--- config.mk ---
export PLATFORM = sky130hd
export DESIGN_NAME = page_table_with_replacement
export DESIGN_NICKNAME = d
export VERILOG_FILES = /design/src/rtl/core/ptr_pkg.sv /design/src/rtl/core/ptr_datapath.sv /design/src/rtl/core/ptr_ctrl.sv /design/src/rtl/core/page_table_with_replacement.sv
export SDC_FILE = /design/constraint.sdc
export NUM_CORES = 2
export LEC_CHECK = 0
export BUFFER_PORTS_ARGS = -buffer_cell sky130_fd_sc_hd__clkbuf_2
export CAP_MARGIN = 20
export CORE_ASPECT_RATIO = 0.6
export CORE_MARGIN = 2
export CORE_UTILIZATION = 30
export DETAILED_ROUTE_END_ITERATION = 10
export PLACE_DENSITY = 0.51
export SYNTH_ARGS = -nofsm -noshare
export SYNTH_HDL_FRONTEND = slang
export SYNTH_HIERARCHICAL = 1
export SYNTH_SLANG_ARGS = --single-unit
--- constraint.sdc ---
create_clock -name clk -period 8.6 [get_ports clk]
set_input_delay 0.86 -clock clk [delete_from_list [all_inputs] [get_ports clk]]
set_output_delay 0.86 -clock clk [all_outputs]
set_load 0.1 [all_outputs]
--- src/rtl/core/ptr_pkg.sv ---
package ptr_pkg;

    localparam int NUM_PAGES_DEF  = 16;
    localparam int NUM_FRAMES_DEF = 8;
    localparam int PAGE_WORDS_DEF = 16;

    localparam int ADDR_W  = 8;
    localparam int TIME_W  = 32;
    localparam int RAND_W  = 8;
    localparam int FRAME_W = 3;
    localparam int PADDR_W = 7;
    localparam int EPAGE_W = 4;
    localparam int POL_W   = 3;

    localparam logic [POL_W-1:0] POL_SECOND = 3'd0;
    localparam logic [POL_W-1:0] POL_LRU    = 3'd1;
    localparam logic [POL_W-1:0] POL_WSCLK  = 3'd2;
    localparam logic [POL_W-1:0] POL_FIFO   = 3'd3;
    localparam logic [POL_W-1:0] POL_NRU    = 3'd4;

    localparam logic [POL_W-1:0]  POLICY_RESET = POL_LRU;
    localparam logic [TIME_W-1:0] AGE_RESET    = 32'd100;

    localparam logic CFG_POLICY = 1'b0;
    localparam logic CFG_AGE    = 1'b1;

    // controller -> datapath
    typedef struct packed {
        logic start;     // latch request, touch page
        logic scan_init; // reset scan index / counters
        logic scan_step; // evaluate one frame or one NRU remainder bit
        logic nru_pick;  // second NRU pass setup
        logic install;   // commit victim
        logic finish;    // load output register
    } ptr_cmd_t;

    // datapath -> controller
    typedef struct packed {
        logic hit;
        logic scan_done;
    } ptr_sts_t;

endpackage

--- src/rtl/core/ptr_datapath.sv ---
module ptr_datapath #(
    parameter int NUM_PAGES  = ptr_pkg::NUM_PAGES_DEF,
    parameter int NUM_FRAMES = ptr_pkg::NUM_FRAMES_DEF,
    parameter int PAGE_WORDS = ptr_pkg::PAGE_WORDS_DEF
) (
    input  logic                          clk,
    input  logic                          rst_n,
    input  ptr_pkg::ptr_cmd_t             cmd,
    output ptr_pkg::ptr_sts_t             sts,
    input  logic [ptr_pkg::POL_W-1:0]     policy,
    input  logic [ptr_pkg::TIME_W-1:0]    age_threshold,
    input  logic [ptr_pkg::ADDR_W-1:0]    in_address,
    input  logic [ptr_pkg::TIME_W-1:0]    in_now,
    input  logic [ptr_pkg::RAND_W-1:0]    in_rand,
    output logic                          res_hit,
    output logic [ptr_pkg::FRAME_W-1:0]   res_frame,
    output logic [ptr_pkg::PADDR_W-1:0]   res_paddr,
    output logic                          res_evicted,
    output logic [ptr_pkg::EPAGE_W-1:0]   res_epage,
    output logic                          res_forced
);
    localparam int PW = (NUM_PAGES > 1) ? $clog2(NUM_PAGES) : 1;
    localparam int FW = (NUM_FRAMES > 1) ? $clog2(NUM_FRAMES) : 1;
    localparam int OW = $clog2(NUM_PAGES + NUM_FRAMES); // owner may exceed pages
    localparam int SW = $clog2(2 * NUM_FRAMES + 1);
    localparam int OFFW = (PAGE_WORDS > 1) ? $clog2(PAGE_WORDS) : 1;
    localparam int CW = $clog2(NUM_FRAMES + 1);
    localparam int RAND_W_L = ptr_pkg::RAND_W;
    localparam int MBW = $clog2(RAND_W_L);

    logic [NUM_PAGES-1:0]  present_reg, refd_reg;
    logic [FW-1:0]         pframe_reg [NUM_PAGES];
    logic [31:0]           stamp_reg  [NUM_PAGES];
    logic [31:0]           ptime_reg  [NUM_PAGES];
    logic [OW-1:0]         owner_reg  [NUM_FRAMES];
    logic [31:0]           stamp_cnt_reg;
    logic [FW-1:0]         qhand_reg, whand_reg;

    logic [PW-1:0]   page_reg;
    logic [OFFW-1:0] off_reg;
    logic [31:0]     now_reg;
    logic [RAND_W_L-1:0] rand_reg;

    logic [SW-1:0]   idx_reg;   // scan step count
    logic [FW-1:0]   cur_reg;   // frame under look
    logic            done_reg;
    logic [FW-1:0]   victim_reg;
    logic            forced_reg;
    logic [31:0]     best_reg;
    logic [CW-1:0]   cnt_reg;   // NRU class count / seen
    logic            nru_p2_reg;
    logic            anyclr_reg;
    logic [CW-1:0]   div_reg;   // NRU class size
    logic [CW-1:0]   rem_reg;   // random_pick mod class size
    logic [MBW-1:0]  mbit_reg;  // random_pick bit being shifted in
    logic            mod_busy_reg;

    // decoded address
    logic [ptr_pkg::ADDR_W-1:0] pg_full;
    assign pg_full = ptr_pkg::ADDR_W'(in_address / PAGE_WORDS);

    // current frame view
    logic [OW-1:0] own;
    logic          ovalid, fref;
    logic [PW-1:0] opage;
    logic [31:0]   fstamp, ftime, age;
    assign own    = owner_reg[cur_reg];
    assign ovalid = own < OW'(NUM_PAGES);
    assign opage  = own[PW-1:0];
    assign fref   = ovalid && refd_reg[opage];
    assign fstamp = ovalid ? stamp_reg[opage] : '0;
    assign ftime  = ovalid ? ptime_reg[opage] : '0;
    assign age    = now_reg - ftime;

    // restoring remainder step
    logic [CW:0] rem_sh;
    assign rem_sh = {rem_reg, rand_reg[mbit_reg]};

    function automatic logic [FW-1:0] nxt(input logic [FW-1:0] f);
        return (f == FW'(NUM_FRAMES - 1)) ? '0 : f + 1'b1;
    endfunction

    assign sts.hit       = present_reg[page_reg];
    assign sts.scan_done = done_reg;

    always_ff @(posedge clk or negedge rst_n) begin
        if (!rst_n) begin
            for (int p = 0; p < NUM_PAGES; p++) begin
                present_reg[p] <= (p < NUM_FRAMES);
                refd_reg[p]    <= 1'b0;
                pframe_reg[p]  <= (p < NUM_FRAMES) ? FW'(p) : '0;
                stamp_reg[p]   <= '0;
                ptime_reg[p]   <= '0;
            end
            for (int f = 0; f < NUM_FRAMES; f++)
                owner_reg[f] <= OW'(f);
            stamp_cnt_reg <= '0;
            qhand_reg     <= '0;
            whand_reg     <= '0;
            page_reg      <= '0;
            off_reg       <= '0;
            now_reg       <= '0;
            rand_reg      <= '0;
            done_reg      <= 1'b0;
            idx_reg       <= '0;
            cur_reg       <= '0;
            victim_reg    <= '0;
            best_reg      <= '0;
            cnt_reg       <= '0;
            nru_p2_reg    <= 1'b0;
            anyclr_reg    <= 1'b0;
            forced_reg    <= 1'b0;
            div_reg       <= '0;
            rem_reg       <= '0;
            mbit_reg      <= '0;
            mod_busy_reg  <= 1'b0;
        end else begin
            if (cmd.start) begin
                page_reg <= PW'(pg_full % NUM_PAGES);
                off_reg  <= OFFW'(in_address % PAGE_WORDS);
                now_reg  <= in_now;
                rand_reg <= in_rand;
                refd_reg[PW'(pg_full % NUM_PAGES)]  <= 1'b1;
                stamp_reg[PW'(pg_full % NUM_PAGES)] <= stamp_cnt_reg;
                ptime_reg[PW'(pg_full % NUM_PAGES)] <= in_now;
                stamp_cnt_reg <= stamp_cnt_reg + 1'b1;
            end
            if (cmd.scan_init) begin
                idx_reg    <= '0;
                done_reg   <= 1'b0;
                forced_reg <= 1'b0;
                cnt_reg    <= '0;
                nru_p2_reg <= 1'b0;
                victim_reg <= '0;
                unique case (policy)
                    ptr_pkg::POL_SECOND, ptr_pkg::POL_FIFO: cur_reg <= qhand_reg;
                    ptr_pkg::POL_WSCLK: cur_reg <= whand_reg;
                    default: cur_reg <= '0;
                endcase
            end
            if (cmd.nru_pick) begin
                anyclr_reg   <= cnt_reg != '0;
                div_reg      <= (cnt_reg != '0) ? cnt_reg : CW'(NUM_FRAMES);
                rem_reg      <= '0;
                mbit_reg     <= MBW'(RAND_W_L - 1);
                mod_busy_reg <= 1'b1;
                cnt_reg      <= '0;
                cur_reg      <= '0;
                nru_p2_reg   <= 1'b1;
                done_reg     <= 1'b0;
            end
            if (cmd.scan_step && !done_reg) begin
                idx_reg <= idx_reg + 1'b1;
                unique case (policy)
                    ptr_pkg::POL_SECOND: begin
                        qhand_reg <= nxt(cur_reg);
                        if (fref && idx_reg < SW'(NUM_FRAMES)) begin
                            refd_reg[opage] <= 1'b0;
                            cur_reg <= nxt(cur_reg);
                        end else begin
                            victim_reg <= cur_reg;
                            done_reg   <= 1'b1;
                        end
                    end
                    ptr_pkg::POL_FIFO: begin
                        victim_reg <= cur_reg;
                        qhand_reg  <= nxt(cur_reg);
                        done_reg   <= 1'b1;
                    end
                    ptr_pkg::POL_WSCLK: begin
                        if (fref) begin
                            refd_reg[opage]  <= 1'b0;
                            ptime_reg[opage] <= now_reg;
                        end
                        if (!fref && age > age_threshold) begin
                            victim_reg <= cur_reg;
                            done_reg   <= 1'b1;
                        end else begin
                            whand_reg <= nxt(cur_reg);
                            cur_reg   <= nxt(cur_reg);
                            if (idx_reg == SW'(2 * NUM_FRAMES - 1)) begin
                                victim_reg <= nxt(cur_reg);
                                forced_reg <= 1'b1;
                                done_reg   <= 1'b1;
                            end
                        end
                    end
                    ptr_pkg::POL_NRU: begin
                        if (!nru_p2_reg) begin
                            cur_reg <= nxt(cur_reg);
                            if (!fref) cnt_reg <= cnt_reg + 1'b1;
                            if (cur_reg == FW'(NUM_FRAMES - 1)) done_reg <= 1'b1;
                        end else if (mod_busy_reg) begin
                            // one bit of random_pick per step, MSB first
                            if (rem_sh >= {1'b0, div_reg})
                                rem_reg <= CW'(rem_sh - {1'b0, div_reg});
                            else
                                rem_reg <= rem_sh[CW-1:0];
                            mbit_reg <= mbit_reg - 1'b1;
                            if (mbit_reg == '0) mod_busy_reg <= 1'b0;
                        end else begin
                            cur_reg <= nxt(cur_reg);
                            if (!(anyclr_reg && fref)) begin
                                if (cnt_reg == rem_reg) begin
                                    victim_reg <= cur_reg;
                                    done_reg   <= 1'b1;
                                end
                                cnt_reg <= cnt_reg + 1'b1;
                            end
                        end
                    end
                    default: begin
                        if (cur_reg == '0 || fstamp < best_reg) begin
                            best_reg   <= fstamp;
                            victim_reg <= cur_reg;
                        end
                        cur_reg <= nxt(cur_reg);
                        if (cur_reg == FW'(NUM_FRAMES - 1)) done_reg <= 1'b1;
                    end
                endcase
            end
            if (cmd.install) begin
                if (owner_reg[victim_reg] < OW'(NUM_PAGES)) begin
                    present_reg[owner_reg[victim_reg][PW-1:0]] <= 1'b0;
                    refd_reg[owner_reg[victim_reg][PW-1:0]]    <= 1'b0;
                end
                owner_reg[victim_reg] <= OW'(page_reg);
                present_reg[page_reg] <= 1'b1;
                refd_reg[page_reg]    <= 1'b1;
                pframe_reg[page_reg]  <= victim_reg;
            end
        end
    end

    // result register, loaded before install so the old owner is still visible
    logic [FW-1:0] ofr;
    logic          oev;
    assign ofr = present_reg[page_reg] ? pframe_reg[page_reg] : victim_reg;
    assign oev = owner_reg[victim_reg] < OW'(NUM_PAGES);

    always_ff @(posedge clk) begin
        if (cmd.finish) begin
            res_hit   <= sts.hit;
            res_frame <= ptr_pkg::FRAME_W'(ofr);
            res_paddr <= ptr_pkg::PADDR_W'(ofr * PAGE_WORDS + off_reg);
            res_evicted <= !sts.hit && oev;
            res_epage <= (!sts.hit && oev)
                         ? ptr_pkg::EPAGE_W'(owner_reg[victim_reg]) : '0;
            res_forced <= !sts.hit && forced_reg;
        end
    end
endmodule

--- src/rtl/core/ptr_ctrl.sv ---
module ptr_ctrl (
    input  logic                      clk,
    input  logic                      rst_n,
    input  logic                      in_fire,
    input  logic                      out_fire,
    input  logic [ptr_pkg::POL_W-1:0] policy,
    input  ptr_pkg::ptr_sts_t         sts,
    output ptr_pkg::ptr_cmd_t         cmd,
    output logic                      in_ready,
    output logic                      out_valid
);
    typedef enum logic [2:0] {S_IDLE, S_CHECK, S_SCAN, S_NRU2, S_INST, S_FIN, S_OUT} state_t;
    state_t state_reg, state_next;
    logic   ov_reg;

    always_comb begin
        cmd = '0;
        state_next = state_reg;
        unique case (state_reg)
            S_IDLE: if (in_fire) begin cmd.start = 1'b1; state_next = S_CHECK; end
            S_CHECK: begin
                if (sts.hit) state_next = S_FIN;
                else begin cmd.scan_init = 1'b1; state_next = S_SCAN; end
            end
            S_SCAN: begin
                cmd.scan_step = 1'b1;
                if (sts.scan_done) begin
                    cmd.scan_step = 1'b0;
                    if (policy == ptr_pkg::POL_NRU) begin
                        cmd.nru_pick = 1'b1;
                        state_next = S_NRU2;
                    end else state_next = S_FIN;
                end
            end
            S_NRU2: begin
                cmd.scan_step = !sts.scan_done;
                if (sts.scan_done) state_next = S_FIN;
            end
            S_FIN: begin
                cmd.finish = 1'b1;
                state_next = sts.hit ? S_OUT : S_INST;
            end
            S_INST: begin cmd.install = 1'b1; state_next = S_OUT; end
            S_OUT: if (out_fire) state_next = S_IDLE;
            default: state_next = S_IDLE;
        endcase
    end

    // result is loaded from the pre-install view (old owner of the victim),
    // install follows on a miss
    always_ff @(posedge clk or negedge rst_n) begin
        if (!rst_n) begin
            state_reg <= S_IDLE;
            ov_reg    <= 1'b0;
        end else begin
            state_reg <= state_next;
            ov_reg    <= (state_next == S_OUT);
        end
    end

    assign in_ready  = (state_reg == S_IDLE);
    assign out_valid = ov_reg;
endmodule

--- src/rtl/core/page_table_with_replacement.sv ---
// Page table with selectable replacement (second chance, LRU, WSClock, FIFO,
// NRU). One request at a time: a hit needs no victim scan; a miss adds its
// victim-scan steps: one step for FIFO, NUM_FRAMES for LRU, up to
// NUM_FRAMES+1 for second chance, up to 2*NUM_FRAMES for WSClock, and for NRU
// a NUM_FRAMES class-count pass, a pick setup, RAND_W remainder steps
// (random_pick mod class size) and up to NUM_FRAMES selection steps. The next
// request is accepted in the cycle after the result is taken. The single
// frame-scan datapath runs these steps in turn. Configuration writes are
// taken at any time but must only be issued while idle.
module page_table_with_replacement #(
    parameter int NUM_PAGES  = ptr_pkg::NUM_PAGES_DEF,
    parameter int NUM_FRAMES = ptr_pkg::NUM_FRAMES_DEF,
    parameter int PAGE_WORDS = ptr_pkg::PAGE_WORDS_DEF
) (
    input  logic        clk,
    input  logic        rst_n,
    input  logic        s_axis_tvalid,
    output logic        s_axis_tready,
    input  logic [47:0] s_axis_tdata,  // address[7:0], now[39:8], random_pick[47:40]
    output logic        m_axis_tvalid,
    input  logic        m_axis_tready,
    output logic [23:0] m_axis_tdata,  // hit[0], frame[3:1], physical_address[10:4],
                                       // evicted[11], evicted_page[15:12], forced_pick[16]
    input  logic        cfg_valid,
    output logic        cfg_ready,
    input  logic        cfg_index,
    input  logic [31:0] cfg_data
);
    logic [ptr_pkg::POL_W-1:0]  policy_reg;
    logic [ptr_pkg::TIME_W-1:0] age_reg;
    ptr_pkg::ptr_cmd_t cmd;
    ptr_pkg::ptr_sts_t sts;
    logic in_fire, out_fire;
    logic r_hit, r_ev, r_forced;
    logic [2:0] r_frame;
    logic [6:0] r_pa;
    logic [3:0] r_ep;

    assign cfg_ready = 1'b1;
    always_ff @(posedge clk or negedge rst_n) begin
        if (!rst_n) begin
            policy_reg <= ptr_pkg::POLICY_RESET;
            age_reg    <= ptr_pkg::AGE_RESET;
        end else if (cfg_valid) begin
            unique case (cfg_index)
                ptr_pkg::CFG_POLICY: policy_reg <= cfg_data[2:0];
                ptr_pkg::CFG_AGE:    age_reg    <= cfg_data;
                default: ;
            endcase
        end
    end

    assign in_fire  = s_axis_tvalid && s_axis_tready;
    assign out_fire = m_axis_tvalid && m_axis_tready;

    ptr_ctrl u_ctrl (
        .clk(clk), .rst_n(rst_n), .in_fire(in_fire), .out_fire(out_fire),
        .policy(policy_reg), .sts(sts), .cmd(cmd),
        .in_ready(s_axis_tready), .out_valid(m_axis_tvalid)
    );

    ptr_datapath #(.NUM_PAGES(NUM_PAGES), .NUM_FRAMES(NUM_FRAMES),
                   .PAGE_WORDS(PAGE_WORDS)) u_dp (
        .clk(clk), .rst_n(rst_n), .cmd(cmd), .sts(sts),
        .policy(policy_reg), .age_threshold(age_reg),
        .in_address(s_axis_tdata[7:0]), .in_now(s_axis_tdata[39:8]),
        .in_rand(s_axis_tdata[47:40]),
        .res_hit(r_hit), .res_frame(r_frame), .res_paddr(r_pa),
        .res_evicted(r_ev), .res_epage(r_ep), .res_forced(r_forced)
    );

    assign m_axis_tdata = {7'b0, r_forced, r_ep, r_ev, r_pa, r_frame, r_hit};
endmodule
# Word level (Yosys, flattened, before mapping)
# Cells that the tools add are included.
# Widths: inputs -> output; s select.
totals:
  register_bits: 1349
  inputBits: 86
classes:
  add_sub_neg: 8
  order_cmp: 24
  n_eq_ne: 13
  n_mux: 145
  n_bitwise: 16
  n_reduce_logical: 35
ops:
  columns: ["op", "count"]
  rows:
  - ["$mux 512", 4]
  - ["$bwmux 512", 3]
  - ["$bmux 32 s4", 2]
  - ["$demux 32 s4", 2]
  - ["$mux 32", 8]
  - ["$mux 16", 9]
  - ["$mux 3", 33]
  - ["$mux 4", 15]
  - ["$and 16x16->16", 3]
  - ["$bwmux 48", 1]
  - ["$or 16x16->16", 3]
  - ["$bwmux 40", 1]
  - ["$mux 1", 39]
  - ["$mux 5", 7]
  - ["$add 32x1->32 const B", 1]
  - ["$gt 32x32->1", 1]
  - ["$lt 32x32->1", 1]
  - ["$not 16->16", 2]
  - ["$pmux 16 s2", 1]
  - ["$sub 32x32->32", 1]
  - ["$bmux 5 s3", 2]
  - ["$pmux 3 s4", 2]
  - ["$pmux 3 s7", 1]
  - ["$lt 4x5->1 const B", 4]
  - ["43 further kinds", 95]

# Depth between registers and ports, before layout
logic_depth:
  depth_word: 18
  mapped_depth: 38
  mapped_depth_nobuf: 31

# Cells and area by module
# Netlist, hierarchy kept.
by_module_without_submodules:
  columns: ["mod", "n_inst", "cells_per_inst", "area_each_um2", "seq_area_each_um2"]
  rows:
  - ["ptr_datapath", 1, 7351, 68683.4, 32616.3]
  - ["page_table_with_replacement", 1, 90, 1410.1, 880.8]
  - ["ptr_ctrl", 1, 31, 280.3, 100.1]

# Worst setup path after synthesis
# OpenSTA, ideal clock, no wires.
synth_timing:
  kind: "reg2reg"
  from: "reg u_dp.cur_reg[2]"
  to: "reg u_dp.victim_reg[2]"
  setup_time_ns: 0.122
  arrival_ns: 7.524
  t_required_ns: 8.478
  slack_ns: 0.954
  path_stages_with_launch: 35
  path_buffers: 7
  period_less_slack_ns: 7.646
  cell_sequence: "dfrtp_1 > buf_4 > clkbuf_1 > clkbuf_1 > mux4_2 > mux2i_1 > clkbuf_1 > buf_1 > clkbuf_1 > a21oi_1 > a21oi_1 > ha_1 > inv_1 > fa_1 > a21oi_1 > nor2_1 > o31ai_1 > a311oi_1 > nand2b_1 > a21oi_1 > o211ai_1 > a21o_1 > a21oi_1 > xnor2_1 > ha_1 > nand4_1 > a21oi_1 > a2111oi_0 > nor2_1 > a2111oi_0 > nor3_1 > clkbuf_1 > o41ai_1 > o21ai_1 > a32o_1"
synth_between:
  elab_chain_len: 15
  word_cells_on_any_way: 39
  cone_classes: "2 x add/sub; 3 x order compare; 1 x eq/ne; 24 x mux; 2 x bitwise; 7 x reduce/logical"
synth_lines:
  columns: ["item", "line", "source"]
  rows:
  - ["from (decl)", "ptr_datapath.sv:45", "logic [FW-1:0] cur_reg;"]
  - ["from (signal assigned)", "ptr_datapath.sv:136", "ptr_pkg::POL_SECOND, ptr_pkg::POL_FIFO: cur_reg <= qhand_reg;"]
  - ["from (signal assigned)", "ptr_datapath.sv:137", "ptr_pkg::POL_WSCLK: cur_reg <= whand_reg;"]
  - ["from (signal assigned)", "ptr_datapath.sv:159", "cur_reg <= nxt(cur_reg);"]
  - ["$not 3->4 (implied by the code)", "ptr_datapath.sv:67", "assign own = owner_reg[cur_reg];"]
  - ["$bmux 5 s3", "ptr_datapath.sv:67", null]
  - ["$mux 5 (implied by the code) (2 in a row)", "ptr_datapath.sv:67", null]
  - ["$not 4->5 (implied by the code)", "ptr_datapath.sv:71, ptr_datapath.sv:72", null]
  - ["$bmux 32 s4", "ptr_datapath.sv:72", "assign ftime = ovalid ? ptime_reg[opage] : '0;"]
  - ["$mux 32 (implied by the code) (2 in a row)", "ptr_datapath.sv:72", null]
  - ["$mux 32", "ptr_datapath.sv:72", null]
  - ["$sub 32x32->32", "ptr_datapath.sv:73", "assign age = now_reg - ftime;"]
  - ["$gt 32x32->1", "ptr_datapath.sv:175", "if (!fref && age > age_threshold) begin"]
  - ["$logic_and 1x1->1", "ptr_datapath.sv:175", null]
  - ["$mux 3", "ptr_datapath.sv:175", null]
  - ["$pmux 3 s4 *", "ptr_datapath.sv:154", "unique case (policy)"]
  - ["$mux 3 *", "ptr_datapath.sv:152", "if (cmd.scan_step && !done_reg) begin"]
  - ["to (signal assigned)", "ptr_datapath.sv:161", "victim_reg <= cur_reg;"]
  - ["to (signal assigned)", "ptr_datapath.sv:176", "victim_reg <= cur_reg;"]
  - ["to (signal assigned)", "ptr_datapath.sv:182", "victim_reg <= nxt(cur_reg);"]
  - ["to (decl)", "ptr_datapath.sv:47", "logic [FW-1:0] victim_reg;"]
# Every way passes the cells marked *; elsewhere a longest branch is shown, timed or not. The select of a mux whose other input is x is not followed.
# A chain may end at the register's enable or synchronous reset.

# Final worst setup path
layout_timing:
  from: "reg u_dp.cur_reg[0]"
  to: "reg u_dp.victim_reg[1]"
# The elaborated chain is that of the path after synthesis.

==> impl_metrics.prom <==
# TYPE chip_impl_metric gauge
chip_impl_info{name="run_status",value="finished with violations"} 1
chip_impl_info{name="failed_checks",value="hold timing"} 1
chip_impl_metric{name="hold-worst-slack",unit="ns"} -0.0166
chip_impl_metric{name="cts.path.max_buffers",unit=""} 4
chip_impl_info{name="worst_hold_path_type",value="in -> async"} 1
chip_impl_metric{name="detail-route-antenna-nets",unit=""} 0
chip_impl_metric{name="vias",unit=""} 56800
chip_impl_metric{name="dr.pass1.iters",unit=""} 8
chip_impl_metric{name="post_route_core_utilization",unit="%"} 33.8
chip_impl_metric{name="timing.slew.headroom",unit="%"} 21.2
chip_impl_metric{name="critical_path_required",unit="ns"} 9.32
chip_impl_metric{name="final.setup.worst_slack",unit="ns"} 0.329
chip_impl_metric{name="io_buffers",unit=""} 104
chip_impl_metric{name="dp_slack",unit="ns"} -0.511
chip_impl_metric{name="drt_drc_violations_left",unit=""} 0
chip_impl_metric{name="number_of_global_route_vias_before_repair",unit=""} 53800
chip_impl_metric{name="grt_pass1_wl",unit="um"} 379000
chip_impl_metric{name="pwr_density_cell",unit="nW/um^2"} 422
chip_impl_metric{name="core_area",unit="sq um"} 233000
chip_impl_metric{name="synth.area.mux_share",unit="%"} 14.6
chip_impl_metric{name="postSynthCellCount",unit=""} 7472
chip_impl_info{name="crit_path_frequent_cell",value="sky130_fd_sc_hd__buf_4"} 1
chip_impl_metric{name="static-leakage-power",unit="nW"} 34.3
chip_impl_info{name="crit_path_start_kind",value="flip-flop"} 1
chip_impl_metric{name="irDropWorstVdd",unit="uV"} 278
chip_impl_metric{name="worst_ep_arrival_time",unit="ns"} 8.99
chip_impl_metric{name="wl_final",unit="um"} 257000
chip_impl_info{name="main_combinational_cell_family_by_area_after_synthesis",value="simple AND/OR/NAND/NOR gates"} 1
chip_impl_metric{name="floorplan.initialDensity",unit="%"} 30.2
chip_impl_metric{name="timing.final.hold_violations",unit=""} 4
chip_impl_info{name="crit_path_top_delay_cell",value="sky130_fd_sc_hd__mux4_4"} 1
chip_impl_metric{name="clock_tree.htree_level_count",unit=""} 4
chip_impl_metric{name="grt_use_total",unit="%"} 21.1
chip_impl_metric{name="multi_input_comb_area",unit="sq um"} 33800
chip_impl_metric{name="clock-sinks",unit=""} 1338
chip_impl_metric{name="syn_area_per_cell",unit="sq um"} 9.42
chip_impl_metric{name="flow.area_growth_from_synthesis",unit="%"} 11.9
chip_impl_info{name="worst_path_class_setup",value="reg -> reg"} 1
chip_impl_info{name="tritoncts",value="built"} 1
chip_impl_metric{name="dieWidth",unit="um"} 629
chip_impl_metric{name="die_height",unit="um"} 379
chip_impl_metric{name="drive_gt1_share",unit="%"} 15.6
chip_impl_metric{name="final.setup_skew",unit="ns"} 0.0407
chip_impl_info{name="cts_root_buf",value="sky130_fd_sc_hd__clkbuf_16"} 1
chip_impl_metric{name="insertion_delay",unit="ns"} 0.82
chip_impl_metric{name="setup-violations-final",unit=""} 0
chip_impl_metric{name="floorplan.io_pins",unit=""} 113
chip_impl_metric{name="async_flop_share",unit="%"} 99.0
chip_impl_metric{name="r2r_cells",unit=""} 33
chip_impl_metric{name="die-area",unit="sq um"} 239000
chip_impl_metric{name="reg2reg_setup_slack",unit="ns"} 0.33
chip_impl_metric{name="grt_antenna_before_repair",unit=""} 15
chip_impl_metric{name="finish.net_count",unit=""} 7387
chip_impl_metric{name="max_cap_violations",unit=""} 0
chip_impl_metric{name="critPathMaxStageDelay",unit="ns"} 0.84
chip_impl_info{name="rsz0062_at_grt",value="false"} 1
chip_impl_metric{name="yosysWarningCount",unit=""} 6
chip_impl_metric{name="fin_crit",unit="ns"} 8.27
chip_impl_info{name="synth_most_common_cell",value="sky130_fd_sc_hd__nand2_1"} 1
chip_impl_metric{name="timing.fmax",unit="GHz"} 0.121
chip_impl_metric{name="place.gp.congestion",unit=""} 0.864
chip_impl_metric{name="synth_xor_area_share",unit="%"} 0.846
chip_impl_metric{name="fillers",unit=""} 23700
chip_impl_info{name="crit_path_end_kind",value="flip-flop"} 1
chip_impl_metric{name="synth-seq-cells",unit=""} 1338
chip_impl_metric{name="synth_top_area_share",unit="%"} 45.8
chip_impl_metric{name="worst-slew-pin-transition",unit="ns"} 1.18
chip_impl_metric{name="placementRows",unit=""} 137
chip_impl_metric{name="detailedRoute.firstIterationViolations",unit=""} 6331
chip_impl_metric{name="number_of_buffers_created_by_cts",unit=""} 152
chip_impl_metric{name="grt.overflow.total",unit=""} 0
chip_impl_metric{name="number_of_hold_repair_buffers_added_at_the_cts_stage",unit=""} 0
chip_impl_metric{name="detail_route.wl_per_cell",unit="um"} 24.6
chip_impl_metric{name="timing.final.max_slew_violations",unit=""} 0
chip_impl_metric{name="largest_net_degree_at_the_start_of_global_routing",unit=""} 156
chip_impl_info{name="synth_common_cells",value="sky130_fd_sc_hd__nand2_1 (1562), sky130_fd_sc_hd__dfrtp_1 (1288), sky130_fd_sc_hd__nor2_1 (615)"} 1
chip_impl_metric{name="synth-adder-area-share",unit="%"} 1.98
chip_impl_metric{name="syn-cell-area",unit="sq um"} 70400
chip_impl_metric{name="synth_edf_count",unit=""} 14
chip_impl_metric{name="final_min_period_over_clock_period",unit="%"} 96.2
chip_impl_metric{name="timing.critical_path.fanout_max",unit=""} 72
chip_impl_info{name="postSynth.topFlopCell",value="sky130_fd_sc_hd__dfrtp_1"} 1
chip_impl_metric{name="yosysSeqAreaShare",unit="%"} 47.7
chip_impl_info{name="worstReg2RegEnd",value="u_dp/victim_reg[1]$_DFF_PN0_"} 1
chip_impl_metric{name="synthSimpleGateAreaFrac",unit="%"} 16.2
chip_impl_info{name="critical_path.reg2reg.startpoint",value="u_dp/cur_reg[0]$_DFF_PN0_"} 1
chip_impl_metric{name="synth_compound_area_share",unit="%"} 14.0
chip_impl_info{name="post-synth-top-area-cell",value="sky130_fd_sc_hd__dfrtp_1"} 1
chip_impl_metric{name="dpl.hpwl",unit="um"} 148000
chip_impl_info{name="netlist_top_cells_area",value="sky130_fd_sc_hd__dfrtp_1 (46%), sky130_fd_sc_hd__nand2_1 (8.3%), sky130_fd_sc_hd__mux2_2 (7.9%)"} 1
chip_impl_metric{name="regArea",unit="sq um"} 33600
chip_impl_metric{name="yosys_cell_types",unit=""} 82
chip_impl_metric{name="avgViaCountPerCell",unit=""} 5.45
chip_impl_metric{name="power_total",unit="W"} 0.0332
chip_impl_metric{name="clkSlewWorstSetupHoldPaths",unit="ns"} 0.06
worst max-delay path: cells and delay by family, from the launching register on:
kind	cells	cell delay, ns
AO/OA/AOI/OAI	16	3.39
AND/OR/NAND/NOR	7	1.38
buffers and inverters	6	1.23
multiplexers	1	0.84
adder cells (fa/ha/maj)	2	0.57
flip-flops	1	0.53
XOR/XNOR	1	0.17
routing by layer:
layer | GRT usage [%] | routed length, um | up-vias
li1 | - | - | 25300
met1 | 32.7 | 125000 | 28700
met2 | 29.3 | 103000 | 2456
met3 | 4.85 | 24200 | 351
met4 | 4.26 | 4860 | 4
met5 | 0 | 22 | -
how the worst max path moves through the flow:
stage / from / endpoint / slack [ns]
CTS: u_dp/cur_reg[2]$_DFF_PN0_ / u_dp/victim_reg[1]$_DFF_PN0_ / 0.07
floorplan: u_dp/cur_reg[2]$_DFF_PN0_ / u_dp/victim_reg[2]$_DFF_PN0_ / 0.95
global route: u_dp/cur_reg[0]$_DFF_PN0_ / u_dp/victim_reg[1]$_DFF_PN0_ / 0.004
finish: u_dp/cur_reg[0]$_DFF_PN0_ / u_dp/victim_reg[1]$_DFF_PN0_ / 0.33
global placement: u_dp/cur_reg[2]$_DFF_PN0_ / u_dp/victim_reg[1]$_DFF_PN0_ / -0.63
detailed placement: u_dp/cur_reg[2]$_DFF_PN0_ / u_dp/whand_reg[1]$_DFFE_PN0P_ / -0.51
per-stage QoR:
| step | cell area (sq um) | setup TNS, ns | cells |
|---|---|---|---|
| 6_report | 78800 | 0 | 10400 |
| 5_1_grt | 78800 | 0 | 10400 |
| 4_1_cts | 78700 | 0 | 10400 |
| 3_5_place_dp | 73900 | -4.60 | 10200 |
| 3_3_place_gp | 73900 | -5.97 | 10200 |
| 2_1_floorplan | 70400 | 0 | 7478 |
layout make-up:
class | count | area share [%]
inverter | 101 | 0.497
timing repair buffer | 293 | 2.88
tap | 3127 | 4.97
antenna | 1 | 0.00318
sequential | 1338 | 42.7
clock buffer | 214 | 5.47
clock inverter | 47 | 0.593
multi-input combinational | 5305 | 42.9
timing repair:
action	CTS	global route
buffers inserted	0	4
gates cloned	0	1
setup endpoints to repair	11	11
pin swaps	0	1
gates resized for setup	5	13
cells by family after synthesis:
group	after synthesis
adders and majority gates	110
buffers and inverters	836
xor gates and xnor gates	68
AOI/OAI and AO/OA	1525
other	2
muxes	912
and+or+nand+nor	2681
DFF	1338
layout by cell type (no fill, tap or decap), types with 103 or more instances in the layout:
cell	Yosys	layout
sky130_fd_sc_hd__dfrtp_1	1288	1287
sky130_fd_sc_hd__mux2i_1	343	342
sky130_fd_sc_hd__ha_1	108	108
sky130_fd_sc_hd__nor2_1	615	606
sky130_fd_sc_hd__and2_1	261	260
sky130_fd_sc_hd__a211oi_1	329	325
sky130_fd_sc_hd__buf_4	21	163
sky130_fd_sc_hd__a31oi_1	332	332
sky130_fd_sc_hd__mux2_2	494	494
sky130_fd_sc_hd__a311oi_1	128	128
sky130_fd_sc_hd__clkbuf_2	0	103
sky130_fd_sc_hd__clkbuf_16	0	155
sky130_fd_sc_hd__nand2_1	1562	1561
sky130_fd_sc_hd__a21oi_1	500	500
power breakdown:
group,total [W],switching (W),internal (W),leakage (nW)
clock network,0.00650,0.00279,0.00371,2.32
logic,0.0180,0.0117,0.00637,16.2
registers,0.00868,0.00110,0.00758,15.8
(Power assumes the default switching activity.)
